`config.mk`:
```
export PLATFORM = sky130hd
export DESIGN_NAME = hvt_isqrt
export DESIGN_NICKNAME = d
export VERILOG_FILES = /design/src/rtl/core/hvt_pkg.sv /design/src/rtl/core/hvt_isqrt.sv
export SDC_FILE = /design/constraint.sdc
export NUM_CORES = 2
export LEC_CHECK = 0
export BUFFER_PORTS_ARGS = -buffer_cell sky130_fd_sc_hd__buf_2
export CORE_ASPECT_RATIO = 0.7
export CORE_MARGIN = 3
export CORE_UTILIZATION = 46
export CTS_BUF_LIST = sky130_fd_sc_hd__clkbuf_8 sky130_fd_sc_hd__clkbuf_16
export CTS_CLUSTER_SIZE = 20
export DETAILED_ROUTE_END_ITERATION = 16
export GPL_TIMING_DRIVEN = 0
export PLACE_DENSITY = 0.71
export SYNTH_ARGS = -nofsm -noshare
export SYNTH_HDL_FRONTEND = slang
export SYNTH_SLANG_ARGS = --single-unit
export TNS_END_PERCENT = 100
```
`constraint.sdc`:
```
create_clock -name clk -period 5.1 [get_ports clk]
set_clock_uncertainty 0.2 [all_clocks]
set_input_delay 1.275 -clock clk [delete_from_list [all_inputs] [get_ports clk]]
set_output_delay 1.275 -clock clk [all_outputs]
set_load 0.005 [all_outputs]
```
`src/rtl/core/hvt_pkg.sv`:
```
// hvt_pkg: shared constants, types and helpers of the time-to-collision core
// no dependencies; used by every module under rtl/core
package hvt_pkg;

	localparam int CORDIC_STAGES = 32;
	localparam int ATAN_ENTRIES  = 40;
	localparam int CW            = 36;
	localparam int ISQ_STAGES    = 32;
	localparam int ISQ_W         = 64;
	localparam int DIV_BITS      = 40;

	// stage at which the divider input sits, and the stage of its result
	localparam int DIV_IN_STAGE  = 3 + (CORDIC_STAGES + 1) + 3 + ISQ_STAGES + CORDIC_STAGES + 2;
	localparam int DIV_OUT_STAGE = DIV_IN_STAGE + DIV_BITS;
	localparam int OUT_LAT       = DIV_OUT_STAGE + 1;

	typedef logic signed [CW-1:0] cval_t;

	localparam cval_t Q30_ONE     = 36'sd1073741824;
	localparam cval_t Q30_PI      = 36'sd3373259426;
	localparam cval_t Q30_HALF_PI = 36'sd1686629713;
	localparam cval_t CORDIC_GAIN = 36'sd652032874;

	localparam logic [31:0]        DEG7_TO_RAD31 = 32'd4024455254;
	localparam logic signed [33:0] FULL_TURN     = 34'sd3600000000;
	localparam logic signed [33:0] HALF_TURN     = 34'sd1800000000;

	localparam logic [14:0] HEADING_NONE = 15'd28800;
	localparam logic [14:0] HEADING_Q1   = 15'd7200;
	localparam logic [14:0] HEADING_Q2   = 15'd14400;
	localparam logic [14:0] HEADING_Q3   = 15'd21600;

	localparam logic [31:0] SENT_FAR   = 32'd2560512;
	localparam logic [31:0] SENT_SLOW  = 32'd2560000;
	localparam logic [13:0] DIST_SCALE = 14'd12800;

	localparam logic [22:0] RADIUS_RESET = 23'd6371000;
	localparam logic        REG_RADIUS   = 1'b0;

	localparam cval_t ATAN_TAB [ATAN_ENTRIES] = '{
		36'sd843314857, 36'sd497837829, 36'sd263043837, 36'sd133525159,
		36'sd67021687, 36'sd33543516, 36'sd16775851, 36'sd8388437,
		36'sd4194283, 36'sd2097149, 36'sd1048576, 36'sd524288,
		36'sd262144, 36'sd131072, 36'sd65536, 36'sd32768,
		36'sd16384, 36'sd8192, 36'sd4096, 36'sd2048,
		36'sd1024, 36'sd512, 36'sd256, 36'sd128,
		36'sd64, 36'sd32, 36'sd16, 36'sd8,
		36'sd4, 36'sd2, 36'sd1, 36'sd0,
		36'sd0, 36'sd0, 36'sd0, 36'sd0,
		36'sd0, 36'sd0, 36'sd0, 36'sd0
	};

	typedef enum logic [1:0] {
		ST_OK     = 2'd0,
		ST_QUAD   = 2'd1,
		ST_FASTER = 2'd2,
		ST_EQUAL  = 2'd3
	} status_t;

	typedef struct packed {
		logic        calc;
		logic        hav;
		status_t     st;
		logic [12:0] dspeed;
	} meta_t;

	// 1e-7 degree to Q2.30 radians, truncated toward zero
	function automatic logic signed [34:0] to_rad(input logic signed [33:0] u);
		logic [32:0] mag;
		logic [64:0] prod;
		logic [33:0] r;
		mag  = u[33] ? (~u[32:0] + 33'd1) : u[32:0];
		prod = 65'(mag) * 65'(DEG7_TO_RAD31);
		r    = prod[64:31];
		return u[33] ? -$signed({1'b0, r}) : $signed({1'b0, r});
	endfunction

endpackage

```
`src/rtl/core/hvt_isqrt.sv`:
```
// hvt_isqrt: pipelined integer square root, one result bit from two bits of the radicand a stage
// depends on hvt_pkg
module hvt_isqrt (
	input  logic        clk,
	input  logic [60:0] rad,
	output logic [30:0] root
);
	localparam int N = hvt_pkg::ISQ_STAGES;
	localparam int W = hvt_pkg::ISQ_W;

	logic [W-1:0] rem_s [N];
	logic [W-1:0] res_s [N];

	for (genvar i = 0; i < N; i++) begin : g_st
		localparam logic [W-1:0] BIT = W'(1) << (2 * (N - 1) - 2 * i);
		logic [W-1:0] ri;
		logic [W-1:0] qi;
		logic [W-1:0] trial;
		if (i == 0) begin : g_first
			assign ri = W'(rad);
			assign qi = '0;
		end else begin : g_next
			assign ri = rem_s[i-1];
			assign qi = res_s[i-1];
		end
		assign trial = qi + BIT;
		always_ff @(posedge clk) begin
			if (ri >= trial) begin
				rem_s[i] <= ri - trial;
				res_s[i] <= (qi >> 1) + BIT;
			end else begin
				rem_s[i] <= ri;
				res_s[i] <= qi >> 1;
			end
		end
	end

	assign root = res_s[N-1][30:0];

endmodule

```
==> impl_metrics.csv <==
group,metric,value,unit
grt,grt_overflow,0,
grt,grt_usage,25.7,%
die,die_area,0.208,mm^2
clock_tree,cts.clk_slew.worst_paths,0.06,ns
status,failed_checks,"capacitance limit",
synth,async_reset_ff_share,0,%
die,ios,93,
grt,grt_max_degree,22,
worst_setup_path,r2r-end,"rem_s[1][368]",
route,num_vias,69300,
sta,timing.fmax,0.197,GHz
sta,worstMarginPinSlew,1.48,ns
die,rows,137,
clock_tree,ctsHoldBuffers,0,
sta,tns,0,ns
synth,yosys.cell_types.count,84,
cells_and_area,final_area,0.105,mm^2
flow_run,maxCapViolations,1,
worst_setup_path,arrival,5.59,ns
clock_tree,clock_tree.root_cell,"clkbuf_16",
clock_tree,h-tree-depth,4,
clock_tree,clock_path_buffers,4,
pwr,power_per_cell_area,536,mW/mm^2
sta,finalHoldViolCount,0,
synth,yosys-top-cells-area,"dfxtp_1 (53%), ha_1 (7.0%), xor2_1 (4.5%)",
synth,yosysTopAreaCellShare,53.3,%
sta,slew_headroom,0.389,%
synth,yosysSeqAreaShare,53.3,%
die,start_util,46.5,%
worst_setup_path,startpoint,"res_s[1][287]",
synth,yosysWarnings,0,
route,wl_per_cell,21.9,um
worst_setup_path,slowest_delay,0.62,ns
worst_setup_path,cp_common_cell,"nand4_1",
place,io_buffers,92,
worst_setup_path,cp_cell_sequence,"inv_1 > ha_1 > nand4_1 > nor3_2 > o21ai_0 > nand4_1 > a21oi_1 > clkbuf_1 > a211oi_1 > o31a_1 > nand2_1 > xnor2_4",
place,dpl_cell_area,0.0968,mm^2
route,viasPerCell,5.56,
place,dp.final_hpwl,218,mm
clock_tree,numCtsBuffers,227,
worst_setup_path,cp-endpoint,"rem_s[1][368]",
synth,syn_area,0.0930,mm^2
die,die_w,543,um
grt,grt_pass1_vias,65700,
route,drt_wl_total,273,mm
grt,antenna_found_initial,29,
synth,ys.flop_type,"dfxtp_1",
sta,slew_violations,0,
place,place.gp.congestion,1.00,
die,design.core.area,0.200,mm^2
cells_and_area,area_growth,13.1,%
synth,synth_edf_count,0,
cells_and_area,postLayoutCoreUtil,52.5,%
worst_hold_path,hp-class,"reg2reg",
route,ant_nets,0,
grt,grt_first_pass_wirelength,408,mm
worst_setup_path,cp-start-kind,"flop",
worst_setup_path,cp-end-kind,"flop",
worst_setup_path,cp.depth,12,
cells_and_area,final_nets,10200,
synth,synth_common_cells,"dfxtp_1 (2475), inv_1 (669), nor2_1 (642), a21oi_1 (609), nand2_1 (530)",
clock_tree,cts_tree,"done",
pwr,power.leakage,47.8,nW
worst_setup_path,cp_top_family,"compound AO/OA/AOI/OAI gates",
clock_tree,numClockSinks,2475,
pwr,vdd_drop_max,0.000392,V
worst_setup_path,worstPathRequired,5.60,ns
synth,avgSynthCellArea,10.0,um^2
worst_setup_path,critPathMaxFanout,12,
worst_setup_path,path_class,"reg2reg",
worst_setup_path,r2r_slack,0.02,ns
cells_and_area,fillers,17600,
cells_and_area,fin_cells,12500,
place,dp.cells,12000,
route,first_pass_iters,6,
worst_setup_path,path_buf_inv,2,
route,drtIter0Drc,7286,
cells_and_area,drive_above_1_share,7.14,%
synth,synth-seq-cells,2475,
worst_setup_path,slowest_stage,"xnor2_4",
sta,period_minus_slack,5.08,ns
sta,setup_viol,0,
synth,syn_inst,9294,
worst_setup_path,r2r_start,"res_s[1][287]",
synth,synth.most_common_cell,"dfxtp_1",
synth,synth_top_area_cell,"dfxtp_1",
status,status,"complete, but fails checks",
worst_setup_path,r2r_cells,12,
die,die-height,382,um
clock_tree,clock_latency,0.91,ns
route,drc,0,
pwr,totalPowerFinal,0.0563,W
sta,period_share,99.7,%
## worst min-delay path by stage
stage,endpoint,depth (start not counted),startpoint,slack [ns]
finish,res_s[1][800],0,res_s[1][737],0.09
global route,res_s[1][800],0,res_s[1][737],0.09
CTS,res_s[1][800],0,res_s[1][737],0.08
detailed placement,rem_s[0][80],0,rem_s[0][16],0.11
global placement,rem_s[0][110],0,rem_s[0][46],0.11
floorplan,rem_s[0][100],0,rem_s[0][36],0.11
## power breakdown
part | leakage, nW | internal, W | total (W) | switching (W)
Clock | 4.01 | 0.0105 | 0.0179 | 0.00744
Combinational | 23.1 | 0.00459 | 0.0113 | 0.00675
Sequential | 20.7 | 0.0232 | 0.0271 | 0.00385
## per-layer routing
metal  part of all wire, %  up-vias  track usage, %
li1                      -    33100               -
met1                    53    33300            42.2
met2                    33     2599            29.1
met3                    13      329            11.3
met4                   1.5       14            4.35
met5                 0.069        -            1.62
## state kept, by name, summed over array words and instances, names as in the netlist
signal	count
rem_s	1979
res_s	496
## timing repair
action | 4_1_cts | 5_1_grt
pin swaps | 0 | 4
setup buffers | 0 | 3
endpoints found under the setup margin | 171 | 206
cloned | 0 | 0
resized for setup | 22 | 53
## cells by family (layout without fill, tap and decap cells)
logic type      after synthesis  after routing  synth area share, %
buf+inv                     875           1378                 3.55
other cells                   1             38              0.00403
mux                         104            104                 1.25
fa+ha+maj                   523            523                 7.04
compound gates             1730           1730                 11.6
xor+xnor                    877            877                 8.26
simple gates               2709           2709                 15.0
flops                      2475           2475                 53.3
## stage by stage
| stage | setup WS, ns | hold WS [ns] |
|---|---|---|
| 2_1_floorplan | 1.49 | 0.110 |
| 3_3_place_gp | -2.04 | 0.111 |
| 3_5_place_dp | -0.704 | 0.112 |
| 4_1_cts | 0.0204 | 0.0807 |
| 5_1_grt | -0.216 | 0.0862 |
| 6_report | 0.0161 | 0.0879 |
## cell usage in the layout (no fill, tap or decap), types with 105 or more instances in the layout
cell type | Yosys | layout
a21oi_1 | 609 | 607
or3_1 | 106 | 105
xnor2_1 | 398 | 395
a21o_1 | 208 | 208
nor3_1 | 311 | 308
nand4_1 | 144 | 144
dfxtp_1 | 2475 | 2475
nand3_1 | 153 | 153
clkbuf_1 | 178 | 159
nand2_1 | 530 | 530
nor4_1 | 321 | 313
clkbuf_16 | 0 | 229
xor2_1 | 479 | 476
ha_1 | 523 | 523
inv_1 | 669 | 701
nor2_1 | 642 | 642
o21ai_0 | 364 | 358
## final cells by class
cell class              instances  area [um^2]  area share (%)
clock buffers                 273         6340            6.03
multi-input cells            5945        40400            38.4
flip-flops and latches       2475        49500            47.1
well taps                    2641         3300            3.14
plain buffers                 202          813           0.774
diodes                         36         90.1          0.0857
inverters                     670         2510            2.39
repair buffers                103          544           0.518
clock inverters               130         1580            1.51
Power figures use the tool's default switching activity.
