**src/rtl/core/hvt_pkg.sv**
```systemverilog
// hvt_pkg: shared constants, types and helpers of the time-to-collision core
// no dependencies; used by every module under rtl/core
package hvt_pkg;

	localparam int CORDIC_STAGES = 32;
	localparam int ATAN_ENTRIES  = 40;
	localparam int CW            = 36;
	localparam int ISQ_STAGES    = 32;
	localparam int ISQ_W         = 64;
	localparam int DIV_BITS      = 40;

	// stage at which the divider input sits, and the stage of its result
	localparam int DIV_IN_STAGE  = 3 + (CORDIC_STAGES + 1) + 3 + ISQ_STAGES + CORDIC_STAGES + 2;
	localparam int DIV_OUT_STAGE = DIV_IN_STAGE + DIV_BITS;
	localparam int OUT_LAT       = DIV_OUT_STAGE + 1;

	typedef logic signed [CW-1:0] cval_t;

	localparam cval_t Q30_ONE     = 36'sd1073741824;
	localparam cval_t Q30_PI      = 36'sd3373259426;
	localparam cval_t Q30_HALF_PI = 36'sd1686629713;
	localparam cval_t CORDIC_GAIN = 36'sd652032874;

	localparam logic [31:0]        DEG7_TO_RAD31 = 32'd4024455254;
	localparam logic signed [33:0] FULL_TURN     = 34'sd3600000000;
	localparam logic signed [33:0] HALF_TURN     = 34'sd1800000000;

	localparam logic [14:0] HEADING_NONE = 15'd28800;
	localparam logic [14:0] HEADING_Q1   = 15'd7200;
	localparam logic [14:0] HEADING_Q2   = 15'd14400;
	localparam logic [14:0] HEADING_Q3   = 15'd21600;

	localparam logic [31:0] SENT_FAR   = 32'd2560512;
	localparam logic [31:0] SENT_SLOW  = 32'd2560000;
	localparam logic [13:0] DIST_SCALE = 14'd12800;

	localparam logic [22:0] RADIUS_RESET = 23'd6371000;
	localparam logic        REG_RADIUS   = 1'b0;

	localparam cval_t ATAN_TAB [ATAN_ENTRIES] = '{
		36'sd843314857, 36'sd497837829, 36'sd263043837, 36'sd133525159,
		36'sd67021687, 36'sd33543516, 36'sd16775851, 36'sd8388437,
		36'sd4194283, 36'sd2097149, 36'sd1048576, 36'sd524288,
		36'sd262144, 36'sd131072, 36'sd65536, 36'sd32768,
		36'sd16384, 36'sd8192, 36'sd4096, 36'sd2048,
		36'sd1024, 36'sd512, 36'sd256, 36'sd128,
		36'sd64, 36'sd32, 36'sd16, 36'sd8,
		36'sd4, 36'sd2, 36'sd1, 36'sd0,
		36'sd0, 36'sd0, 36'sd0, 36'sd0,
		36'sd0, 36'sd0, 36'sd0, 36'sd0
	};

	typedef enum logic [1:0] {
		ST_OK     = 2'd0,
		ST_QUAD   = 2'd1,
		ST_FASTER = 2'd2,
		ST_EQUAL  = 2'd3
	} status_t;

	typedef struct packed {
		logic        calc;
		logic        hav;
		status_t     st;
		logic [12:0] dspeed;
	} meta_t;

	// 1e-7 degree to Q2.30 radians, truncated toward zero
	function automatic logic signed [34:0] to_rad(input logic signed [33:0] u);
		logic [32:0] mag;
		logic [64:0] prod;
		logic [33:0] r;
		mag  = u[33] ? (~u[32:0] + 33'd1) : u[32:0];
		prod = 65'(mag) * 65'(DEG7_TO_RAD31);
		r    = prod[64:31];
		return u[33] ? -$signed({1'b0, r}) : $signed({1'b0, r});
	endfunction

endpackage

```
**src/rtl/core/hvt_div.sv**
```systemverilog
// hvt_div: pipelined restoring divider, one quotient bit a stage
// depends on hvt_pkg
module hvt_div (
	input  logic                         clk,
	input  logic [hvt_pkg::DIV_BITS-1:0] num,
	input  logic [12:0]                  den,
	output logic [hvt_pkg::DIV_BITS-1:0] quo
);
	localparam int N = hvt_pkg::DIV_BITS;

	logic [N-1:0] n_s [N];
	logic [12:0]  d_s [N];
	logic [12:0]  r_s [N];
	logic [N-1:0] q_s [N];

	for (genvar i = 0; i < N; i++) begin : g_st
		logic [N-1:0] ni;
		logic [12:0]  di;
		logic [12:0]  ri;
		logic [N-1:0] qi;
		logic [13:0]  t;
		logic         ge;
		if (i == 0) begin : g_first
			assign ni = num;
			assign di = den;
			assign ri = '0;
			assign qi = '0;
		end else begin : g_next
			assign ni = n_s[i-1];
			assign di = d_s[i-1];
			assign ri = r_s[i-1];
			assign qi = q_s[i-1];
		end
		assign t  = {ri, ni[N-1-i]};
		assign ge = t >= {1'b0, di};
		always_ff @(posedge clk) begin
			n_s[i] <= ni;
			d_s[i] <= di;
			r_s[i] <= ge ? 13'(t - {1'b0, di}) : t[12:0];
			q_s[i] <= {qi[N-2:0], ge};
		end
	end

	assign quo = q_s[N-1];

endmodule

```
**config.mk**
```make
export PLATFORM = sky130hd
export DESIGN_NAME = hvt_div
export DESIGN_NICKNAME = d
export VERILOG_FILES = /design/src/rtl/core/hvt_pkg.sv /design/src/rtl/core/hvt_div.sv
export SDC_FILE = /design/constraint.sdc
export NUM_CORES = 2
export LEC_CHECK = 0
export BUFFER_PORTS_ARGS = -buffer_cell sky130_fd_sc_hd__buf_2
export CORE_MARGIN = 3
export CORE_UTILIZATION = 35
export CTS_BUF_LIST = sky130_fd_sc_hd__clkbuf_16
export DETAILED_ROUTE_END_ITERATION = 8
export PLACE_DENSITY = 0.62
export SYNTH_ARGS = -nofsm -noshare
export SYNTH_HDL_FRONTEND = slang
export SYNTH_MEMORY_MAX_BITS = 65536
export SYNTH_SLANG_ARGS = --single-unit
```
**constraint.sdc**
```tcl
create_clock -name clk -period 2.7 [get_ports clk]
set_input_delay 0.27 -clock clk [delete_from_list [all_inputs] [get_ports clk]]
set_output_delay 0.27 -clock clk [all_outputs]
set_load 0.03 [all_outputs]
```
==> results.sh <==
export IMPL_antenna_found_initial=4
export IMPL_holdPathStages=2
export IMPL_holdCritPathClass="in -> reg"
export IMPL_start_util=0.352
export IMPL_grt_remaining_overflow=0
export IMPL_power_density_mw_per_mm2=1270
export IMPL_use_met2=0.197
export IMPL_clk_pin_slew_worst_paths_ps=60
export IMPL_crit_slowest_cell="a211o_4"
export IMPL_crit_end="r_s[1][35]"
export IMPL_busiest_layer="met2"
export IMPL_layout_min_cycle_time_ps=2670
export IMPL_regArea_sq_mm=0.0524
export IMPL_synth_top_area_frac=0.645
export IMPL_dr_pass1_iters=5
export IMPL_drive_gt1_frac=0.158
export IMPL_status="completed"
export IMPL_synthToLayoutAreaGrowth_pct=21.7
export IMPL_final_antenna_net_count=0
export IMPL_worst_path_most_repeated_cell="inv_2"
export IMPL_drt_first_iter_violations=2085
export IMPL_path_max_fanout=7
export IMPL_syn_area_sq_mm=0.0811
export IMPL_grt_pass1_vias=48100
export IMPL_path_depth=12
export IMPL_syn_inst=6773
export IMPL_placementRows=176
export IMPL_fin_util=0.429
export IMPL_synthTopCellsByArea="dfxtp_1 (65%), ha_1 (7.9%), mux2_2 (3.2%)"
export IMPL_r2r_start="n_s[1][69]"
export IMPL_skew_ps=74.7
export IMPL_yosysUniqueCellTypes=72
export IMPL_syn_nets=7374
export IMPL_setup_ws_ps=25.0
export IMPL_r2r_slack_ps=30
export IMPL_async_flop_share=0
export IMPL_cts_path_max_buffers=4
export IMPL_finalWeightedCongestion=0.852
export IMPL_crit_path_end_kind="register"
export IMPL_grt_pass1_wl_um=234000
export IMPL_crit_start="n_s[1][69]"
export IMPL_setup_tns_ps=0
export IMPL_wl_per_cell_um=13.2
export IMPL_finalPower_mw=125
export IMPL_drc=0
export IMPL_synth_ff_type="dfxtp_1"
export IMPL_path_delay_family="compound AO/OA/AOI/OAI gates"
export IMPL_crit_path_start_kind="register"
export IMPL_nets=8064
export IMPL_cts_tree="done"
export IMPL_path_class="reg -> reg"
export IMPL_cts_sinks=2614
export IMPL_die_h_um=487
export IMPL_grt_start_max_net_pins=26
export IMPL_syn_avg_cell_area_sq_um=12.0
export IMPL_clock_root_buffer="clkbuf_16"
export IMPL_slew_violations=0
export IMPL_htreeDepth=5
export IMPL_reg2reg_to="r_s[1][35]"
export IMPL_clkLatencyLatePin_ps=930
export IMPL_numCtsBuffers=291
export IMPL_worstPathRequired_ps=3480
export IMPL_synth_seq_cells=2614
export IMPL_dp_cells=10000
export IMPL_vias=47300
export IMPL_tightest_slew_ps=596
export IMPL_arrival_ps=3460
export IMPL_use_met1=0.148
export IMPL_reg2reg_depth=12
export IMPL_synth_edf_count=0
export IMPL_port_buffers=93
export IMPL_cpPeakStageDelay_ps=370
export IMPL_cp_num_buf_inv=3
export IMPL_grt_total_usage=0.118
export IMPL_hold_viol_final=0
export IMPL_path_cells="inv_2 > ha_4 > inv_2 > fa_2 > a21o_1 > a21oi_2 > o211ai_2 > o2111ai_2 > nand3_2 > a211o_4 > clkbuf_16 > mux2_4"
export IMPL_period_share=0.991
export IMPL_drt_total_wl_um=141000
export IMPL_setup_viol=0
export IMPL_leakagePower_nw=44.5
export IMPL_design_core_area_sq_mm=0.230
export IMPL_synth_top_area_cell="dfxtp_1"
export IMPL_ioPinCount=94
export IMPL_final_instance_count_excl_fill=10700
export IMPL_dp_hpwl_um=98300
export IMPL_die_w_um=487
export IMPL_max_freq_ghz=0.374
export IMPL_vias_per_cell=4.42
export IMPL_maxCapViolCount=0
export IMPL_pre_cts_slack_ps=-139
export IMPL_multi_input_area_sq_mm=0.0267
export IMPL_grtUsageMet3=0.0243
export IMPL_rsz0062_at_grt="true"
export IMPL_fillerInstances=21100
export IMPL_yosysWarnings=0
export IMPL_max_slew_margin=0.598
export IMPL_die_area_sq_mm=0.237
export IMPL_yosysSeqAreaShare=0.645
export IMPL_vdd_drop_max_v=0.000565
==> power breakdown <==
| group | total (mW) | switching, mW | leakage (nW) | internal (mW) |
|---|---|---|---|---|
| registers | 50.6 | 3.58 | 21.9 | 47.0 |
| clock network | 38.2 | 14.8 | 4.73 | 23.5 |
| logic | 36.4 | 18.2 | 17.8 | 18.1 |
==> kinds of logic after synthesis <==
kind of cell               Yosys count  synth area share
xor gates and xnor gates           363            0.0392
buffers and inverters              728            0.0345
and+or+nand+nor                   1077            0.0618
DFF                               2614             0.645
AOI/OAI and AO/OA                 1152            0.0904
adders and majority gates          547            0.0879
muxes                              292            0.0406
==> Yosys cell counts (45+ instances only) <==
cell	count
nor3_1	98
nor2b_1	45
xor2_1	182
mux2_2	228
o21ai_0	331
a21oi_1	293
dfxtp_1	2614
nand3_1	63
o21a_1	53
inv_1	653
nand2b_1	92
nor2_1	246
nand4_1	57
ha_1	509
xnor2_1	181
a21o_1	154
nand2_1	392
==> registers in the layout (all words and copies together) (netlist names) <==
name	count
d_s	507
r_s	507
n_s	780
q_s	820
==> final cells by class <==
type                       count  area share
antenna                        1   0.0000254
inverter                     657      0.0250
timing repair buffer         467      0.0397
multi-input combinational   3432       0.271
clock inverter               202      0.0201
sequential                  2614       0.531
clock buffer                 296      0.0751
tap                         3026      0.0384
==> layer usage <==
metal  routed length [um]  vias to the layer above
li1                     -                    24100
met1                65300                    22100
met2                65900                      766
met3                 5870                      353
met4                 4420                        0
met5                    0                        -
==> stage by stage <==
stage               hold slack (ps)  cell area (sq um)
global placement                310              86800
detailed placement              312              86800
finish                          124              98600
floorplan                       298              81100
CTS                            30.4              97600
global route                   66.7              98600
==> what timing repair did <==
item | 4_1_cts | 5_1_grt
endpoints found under the setup margin | 225 | 402
buffers inserted | 27 | 42
gates resized for setup | 38 | 166
pin swaps | 23 | 92
hold buffers | 104 | 0
gates cloned | 0 | 8
hold endpoints to repair | 66 | 0
==> worst reg2reg max path: stages, from the launching register on <==
cell	delay (ps)
dfxtp_2	320
inv_2	70
ha_4	140
inv_2	30
fa_2	340
a21o_1	180
a21oi_2	200
o211ai_2	130
o2111ai_2	210
nand3_2	110
a211o_4	370
clkbuf_16	170
mux2_4	290
==> worst min path at each step <==
stage / start / endpoint / slack, ps
after floorplan: den[0] / d_s[0][0] / 300
after global placement: n_s[4][2] / n_s[4][42] / 310
after detailed placement: q_s[24][9] / q_s[25][10] / 310
after CTS: den[1] / d_s[0][1] / 30
after global routing: den[1] / d_s[0][1] / 70
final: den[1] / d_s[0][1] / 120
==> cell usage in the layout (no fill, tap or decap), types with 182 or more instances in the layout <==
master and count:
dfxtp_1 2598, inv_1 684, ha_1 498, nand2_1 392, o21ai_0 320, clkbuf_16 300
a21oi_1 262, nor2_1 246, buf_4 229, mux2_2 225, xor2_1 182
No activity file was read; power rests on OpenSTA's default activity.
